$ cat src/rtl/mf5_pkg.sv
// Shared types and constants of the 5x5 RGB median filter.
package mf5_pkg;

    localparam int DEF_MAX_WIDTH = 256;
    localparam int BYTE_W        = 8;
    localparam int WIDTH_W       = 9;
    localparam int HEIGHT_W      = 16;
    localparam int ROW_W         = 17;
    localparam int CFG_DATA_W    = 16;
    localparam int WIN           = 5;
    localparam int WIN_N         = WIN * WIN;
    localparam int MED_RANK      = WIN_N / 2;
    localparam int PAD           = WIN - 1;
    localparam int ROWS_STORED   = WIN - 1;
    localparam int PH_W          = $clog2(ROWS_STORED);

    localparam logic [WIDTH_W-1:0]  WIDTH_RESET  = WIDTH_W'(256);
    localparam logic [HEIGHT_W-1:0] HEIGHT_RESET = HEIGHT_W'(256);

    typedef enum logic [0:0] {
        CFG_IMAGE_WIDTH  = 1'b0,
        CFG_IMAGE_HEIGHT = 1'b1
    } t_cfg_idx;

    typedef struct packed {
        t_cfg_idx              index;
        logic [CFG_DATA_W-1:0] data;
    } t_cfg_wr;

    typedef struct packed {
        logic [BYTE_W-1:0] red;
        logic [BYTE_W-1:0] green;
        logic [BYTE_W-1:0] blue;
        logic              frame_start;
    } t_pix_in;

    typedef struct packed {
        logic [BYTE_W-1:0] median_red;
        logic [BYTE_W-1:0] median_green;
        logic [BYTE_W-1:0] median_blue;
        logic              frame_last;
    } t_pix_out;

    typedef struct packed {
        logic [BYTE_W-1:0] red;
        logic [BYTE_W-1:0] green;
        logic [BYTE_W-1:0] blue;
    } t_pixel;

    // Load enables of the median pipeline stages.
    typedef struct packed {
        logic ld3;
        logic ld4;
        logic ld5;
    } t_med_ctl;

endpackage

$ cat src/rtl/mf5_median.sv
// Three-stage rank-select median of 25 bytes.
module mf5_median import mf5_pkg::*; (
    input  logic                         i_clk,
    input  t_med_ctl                     i_ctl,
    input  logic [WIN_N-1:0][BYTE_W-1:0] i_byte,
    output logic [BYTE_W-1:0]            o_median
);

    // r_bef[j][i]: byte i sorts ahead of byte j (ties broken by position)
    logic [WIN_N-1:0][WIN_N-1:0]  r_bef;
    logic [WIN_N-1:0][WIN_N-1:0]  n_bef;
    logic [WIN_N-1:0][BYTE_W-1:0] r_b3;
    logic [WIN_N-1:0][BYTE_W-1:0] r_b4;
    logic [WIN_N-1:0]             r_sel;
    logic [WIN_N-1:0]             n_sel;
    logic [BYTE_W-1:0]            r_med;
    logic [BYTE_W-1:0]            n_med;

    always_comb begin
        for (int j = 0; j < WIN_N; j++) begin
            for (int i = 0; i < WIN_N; i++) begin
                if (i < j) begin
                    n_bef[j][i] = (i_byte[i] <= i_byte[j]);
                end else if (i > j) begin
                    n_bef[j][i] = (i_byte[i] < i_byte[j]);
                end else begin
                    n_bef[j][i] = 1'b0;
                end
            end
        end
    end

    // the byte with exactly MED_RANK bytes ahead of it is the median
    always_comb begin
        for (int j = 0; j < WIN_N; j++) begin
            n_sel[j] = ($countones(r_bef[j]) == MED_RANK);
        end
    end

    always_comb begin
        n_med = '0;
        for (int j = 0; j < WIN_N; j++) begin
            n_med = n_med | (r_b4[j] & {BYTE_W{r_sel[j]}});
        end
    end

    always_ff @(posedge i_clk) begin
        if (i_ctl.ld3) begin
            r_bef <= n_bef;
            r_b3  <= i_byte;
        end
        if (i_ctl.ld4) begin
            r_sel <= n_sel;
            r_b4  <= r_b3;
        end
        if (i_ctl.ld5) begin
            r_med <= n_med;
        end
    end

    assign o_median = r_med;

endmodule
$ cat config.mk
export PLATFORM = sky130hd
export DESIGN_NAME = mf5_median
export DESIGN_NICKNAME = d
export VERILOG_FILES = /design/src/rtl/mf5_pkg.sv /design/src/rtl/mf5_median.sv
export SDC_FILE = /design/constraint.sdc
export NUM_CORES = 2
export LEC_CHECK = 0
export BUFFER_PORTS_ARGS = -buffer_cell sky130_fd_sc_hd__buf_2
export CAP_MARGIN = 10
export CORE_UTILIZATION = 35
export CTS_CLUSTER_DIAMETER = 30
export DETAILED_ROUTE_END_ITERATION = 10
export SYNTH_ARGS = -nofsm -noshare
export SYNTH_HDL_FRONTEND = slang
export SYNTH_SLANG_ARGS = --single-unit
$ cat constraint.sdc
create_clock -name i_clk -period 6.2 [get_ports i_clk]
set_input_delay 0.93 -clock i_clk [delete_from_list [all_inputs] [get_ports i_clk]]
set_output_delay 0.93 -clock i_clk [all_outputs]
set_load 0.02 [all_outputs]
Word-level counts from Yosys, hierarchy flattened
Index checks and enable logic that the tools add are counted.

Flip-flop bits (word level): 1033. Logic and storage cells: 1326.

Add/subtract/negate cells: 575. Magnitude comparators: 600. Equal/unequal tests: 25. Bitwise gates (word level): 49.

Operators by type and width (count): 8-bit less-or-equal comparator (300); 8-bit less-than comparator (300); 1-bit by 1-bit adder with 2-bit output (276); 2-bit by 2-bit adder with 3-bit output (126); 3-bit by 3-bit adder with 4-bit output (75); 8-bit bitwise AND (25); 8-bit OR (24); 6-bit by 4-bit == test with 1-bit output (second input constant) (25); 5-bit by 5-bit adder with 6-bit output (24); 4-bit by 4-bit adder with 5-bit output (25); 4-bit by 1-bit adder with 5-bit output (24); 1-bit by 2-bit adder with 3-bit output (12); 2-bit by 1-bit adder with 3-bit output (12); 5-bit by 4-bit adder with 6-bit output (1).

Logic depth before layout (Yosys ltp)
Depth in word-level cells: 25. Gate-level depth with buffers: 15. Mapped depth without buffers: 15.

Worst setup path before layout
No wires, ideal clock.

Path type: register -> register. From: register r_bef[12] in the netlist's numbering. To: register r_sel[0], data pin. Setup time: 0.169 ns. Arrival: 3.946 ns. Slack: 2.085 ns. Stages on the path, launching flop included: 16. Cells stage by stage: edfxtp_1 > fa_1 > inv_1 > fa_1 > inv_1 > fa_1 > fa_1 > inv_1 > fa_1 > inv_1 > ha_1 > inv_1 > fa_1 > nor3_1 > a31oi_1 > nor4b_2.

Word-level cells in the longest chain between the ends: 6.

Ends and longest elaborated chain: start, declared (line mf5_median.sv:10) `logic [WIN_N-1:0][WIN_N-1:0] r_bef;`; start signal, assigned (line mf5_median.sv:49) `r_bef <= n_bef;`; 1-bit by 1-bit adder with 2-bit output (implied by the code) (line mf5_median.sv:36) `n_sel[j] = ($countones(r_bef[j]) == MED_RANK);`; 2-bit by 2-bit adder with 3-bit output (implied by the code) (line mf5_median.sv:36); 3-bit by 3-bit adder with 4-bit output (implied by the code) (line mf5_median.sv:36); 4-bit by 4-bit adder with 5-bit output (implied by the code) (line mf5_median.sv:36); 5-bit by 5-bit adder with 6-bit output (implied by the code) (line mf5_median.sv:36); 6-bit by 4-bit == test with 1-bit output (line mf5_median.sv:36); net n_sel[0] (line mf5_median.sv:15) `logic [WIN_N-1:0] n_sel;`; end signal, assigned (line mf5_median.sv:53) `r_sel <= n_sel;`; end, declared (line mf5_median.sv:14) `logic [WIN_N-1:0] r_sel;`.

The timed path passes the listed nets, and every way through them passes these cells. A chain may end at the register's enable or synchronous reset.

Final worst setup path
From: register r_bef[268] in the netlist's numbering. To: register r_sel[10], data pin.

Word-level cells in the longest chain between the ends: 6.

Ends and longest elaborated chain (line): 1-bit by 1-bit adder with 2-bit output (implied by the code) (mf5_median.sv:36); 2-bit by 2-bit adder with 3-bit output (implied by the code) (mf5_median.sv:36); 3-bit by 3-bit adder with 4-bit output (implied by the code) (mf5_median.sv:36); 4-bit by 1-bit adder with 5-bit output (implied by the code) (mf5_median.sv:36); 5-bit by 5-bit adder with 6-bit output (implied by the code) (mf5_median.sv:36); 6-bit by 4-bit == test with 1-bit output (mf5_median.sv:36); net n_sel[10] (mf5_median.sv:15).

The timed path passes the listed nets, and every way through them passes these cells.

==> key figures <==
Status
  – Run status: finished with violations
  – Violated checks: capacitance limit, slew limit

Clock network
  – Hold-fix buffers, CTS: 0
  – Setup fix buffers added after clock tree synthesis: 0
  – H-tree Lvls: 5
  – Clock tree from TritonCTS: yes
  – Max Buffers Root-to-Sink: 4
  – Number of CTS-inserted buffers: 299
  – Skew-Pair Late Insertion Delay: 890 ps
  – Gates resized, CTS repair: 0
  – CTS sink cnt: 1,033
  – Root Driver: clkbuf_16
  – CTS clock-pin slew for the worst setup and hold paths: 50 ps

Timing
  – Setup Viol. Count Final: 0
  – Post-layout worst setup margin: 1588 ps
  – Final worst path period share: 0.7439
  – Worst hold margin: 236.8 ps
  – Final worst path period need: 4612 ps
  – Setup repair after global routing missed its margin: false
  – Slew Viols, Final: 2
  – Worst-case headroom to the max-slew limit: -0.02726
  – Summed negative setup slack over all endpoints: 0 ps
  – Transition time at the pin with the least slew margin: 1528 ps
  – Highest Clock Rate: 216.8 MHz
  – Hold Fails Final Rpt: 0
  – Worst setup skew after layout: 67.92 ps

Power
  – Static Leakage: 52.01 nW
  – Overall power of the completed layout: 48.02 mW
  – Worst voltage drop across the vdd grid: 341.0 uV
  – Pwr per Cell Area: 400.6 nW/um^2

Setup path
  – FF-to-FF End: r_sel[10]
  – Worst setup EP type: register
  – Launch point of the critical path: r_bef[268]
  – Start of the worst register-to-register path: r_bef[268]
  – Critical path capture point: r_sel[10]
  – R2R setup slack: 1590 ps
  – Critical Path Fanout Max: 2
  – Reg2reg path depth: 15
  – Crit path DAT: 5290 ps
  – Worst endpoint required time: 6880 ps
  – Worst Path Class, Setup: register to register
  – Type of origin of the critical path: register

Route
  – Number of detailed-routing iterations run before antenna repair: 9
  – Total wire length after detailed routing: 499,600 microns
  – Initial drt markers: 13.09k
  – Average wire per standard cell: 34.12 microns
  – Total via count in the routed design: 92.78k
  – Post-detailed-route via-to-cell ratio: 6.336
  – Detailed-route DRC error count: 0
  – Count of nets left with antenna violations after detail routing: 0

Placed design
  – Global placement routability congestion: 1.016
  – Port Buf Inserts: 211
  – Pre-CTS setup slack: 1702 ps
  – Final HPWL DP: 363,600 microns
  – Total cell area at the placement stage: 109,900 sq um

Logic synthesis
  – Most numerous cell in the Yosys netlist: ha_1
  – Post-synthesis sequential area ratio: 0.3049
  – Top FF cell, synth: edfxtp_1
  – Post-Synthesis Net Count: 12.88k
  – Fraction of registers with async set or reset after synthesis: 0
  – Top cell types by occurrence after synthesis: ha_1 (2,550), a21oi_1 (1,200), inv_1 (1,192)
  – Syn Std Cell Area: 101,800 sq um
  – Top cells by area in the synthesized netlist: ha_1 (31%), edfxtp_1 (30%), fa_1 (8.4%)
  – Distinct cells, synth: 27
  – Post-synth top area cell: ha_1
  – Number of synthesized register bits: 1,033
  – Top cell type's share of synthesized area: 0.3136
  – Synth Instances: 9,703
  – Warnings from Yosys: 0
  – Synth Area per Inst: 10.49 sq um
  – Count of flip-flops with a built-in enable after synthesis: 1,033

Floorplanning
  – Vert. Die Dim: 541.2 microns
  – Total Die Area: 292,900 sq um
  – Initial Util: 0.3525
  – Number of I/O pins: 212
  – Die Wd: 541.2 microns
  – Cell Rows: 197
  – CORE AREA: 288,600 sq um

Finish
  – Finished Cell Area: 119,900 sq um
  – Share of cells above drive strength 1: 0.09860
  – Final net count: 13.65k
  – Layout filler cell count: 27.02k
  – Area growth syn-to-layout: 17.82%

Global routing
  – Wire length of the first global-routing pass: 673,300 microns
  – Number of global-route vias before repair: 88.86k
  – Initial antenna violation count: 95
  – Largest net degree at the start of global routing: 153
  – GR Util All Layers: 0.3308
  – Remaining Overflow, GRT: 0

Run
  – Max-capacitance violation count: 1

Min path
  – Worst min-delay path category: primary input to register
-- cells by family (layout without fill, tap and decap cells) --
logic type	count (synthesis)	in the layout	synth area share
AOI/OAI and AO/OA	2846	2846	0.1712
xor gates and xnor gates	50	50	0.004304
adders and majority gates	2975	2975	0.3972
buffers and inverters	1217	2224	0.04584
DFF	1033	1033	0.3049
other	0	53	0
and+or+nand+nor	1582	1582	0.07668
-- sequential cells by signal (all words and copies together), names as in the netlist --
| name | flops |
|---|---|
| o_median | 8 |
| r_b3 | 200 |
| r_b4 | 200 |
| r_bef | 600 |
| r_sel | 25 |
-- cells in the final DEF (no fill, tap or decap), types with 28 or more instances in the layout --
cell	netlist	final
edfxtp_1	1033	1033
nor2_1	308	308
clkinv_2	0	56
nand4_1	616	616
buf_2	3	202
clkinvlp_4	0	33
o21a_1	300	300
o21ai_0	600	600
o31a_1	300	300
clkbuf_16	0	304
ha_1	2550	2550
bufinv_16	0	28
clkinv_1	0	50
nand2_1	600	600
diode_2	0	53
buf_4	0	273
xnor2_1	50	50
fa_1	425	425
a21oi_1	1200	1200
inv_1	1192	1165
a22oi_1	56	56
o31ai_1	300	283
-- critical path, cell delays in order (launching register included) --
cell and delay [ps]:
edfxtp_1 390, fa_1 490, inv_1 350, fa_1 510, fa_1 500, inv_1 50
fa_1 470, inv_1 50, fa_1 420, inv_1 60, ha_1 180, inv_1 70
fa_1 400, nor3_1 190, a31oi_1 80, nor4b_2 230
-- layer usage --
metal	share of wire	track usage	vias up	wire length (microns)
li1	-	-	38640	-
met1	0.36	0.3942	45050	178400
met3	0.13	0.09938	2103	64780
met5	0.00041	0	-	207
met2	0.41	0.4864	6956	204900
met4	0.10	0.2832	30	51370
-- worst min-delay path by stage --
stage | from | end | slack, ps | cells past startpoint
after floorplan | r_b3[0] | r_b4[0] | 400 | 0
after global placement | r_b3[9] | r_b4[9] | 400 | 0
after detailed placement | r_b3[153] | r_b4[153] | 400 | 0
after CTS | i_byte[196] | r_b3[196] | 200 | 1
after global routing | i_byte[0] | r_b3[0] | 230 | 1
final | i_byte[196] | r_b3[196] | 240 | 1
-- cell type report --
type / count / area [sq um] / share of cell area
Multi-Input combinational cell: 7453 / 66150 / 0.5518
Sequential cell: 1033 / 31020 / 0.2587
Clock buffer: 328 / 7697 / 0.06421
Tap cell: 3880 / 4855 / 0.04049
Inverter: 1192 / 4474 / 0.03732
Timing Repair Buffer: 493 / 3386 / 0.02824
Clock inverter: 211 / 2166 / 0.01807
Antenna cell: 53 / 132.6 / 0.001106
-- per-stage QoR --
step,cells,utilization
2_1_floorplan,9703,-
3_3_place_gp,14050,0.3807
3_5_place_dp,14050,0.3807
4_1_cts,14590,0.4148
5_1_grt,14590,0.4149
6_report,14640,0.4154
-- report_power, final --
part / switching (mW) / total [mW] / leakage [nW] / internal (mW)
clock network: 5.11 / 15.3 / 4.76 / 10.1
logic: 13.2 / 23.0 / 37.1 / 9.85
registers: 0.945 / 9.75 / 10.1 / 8.81
Power figures use the tool's default switching activity.
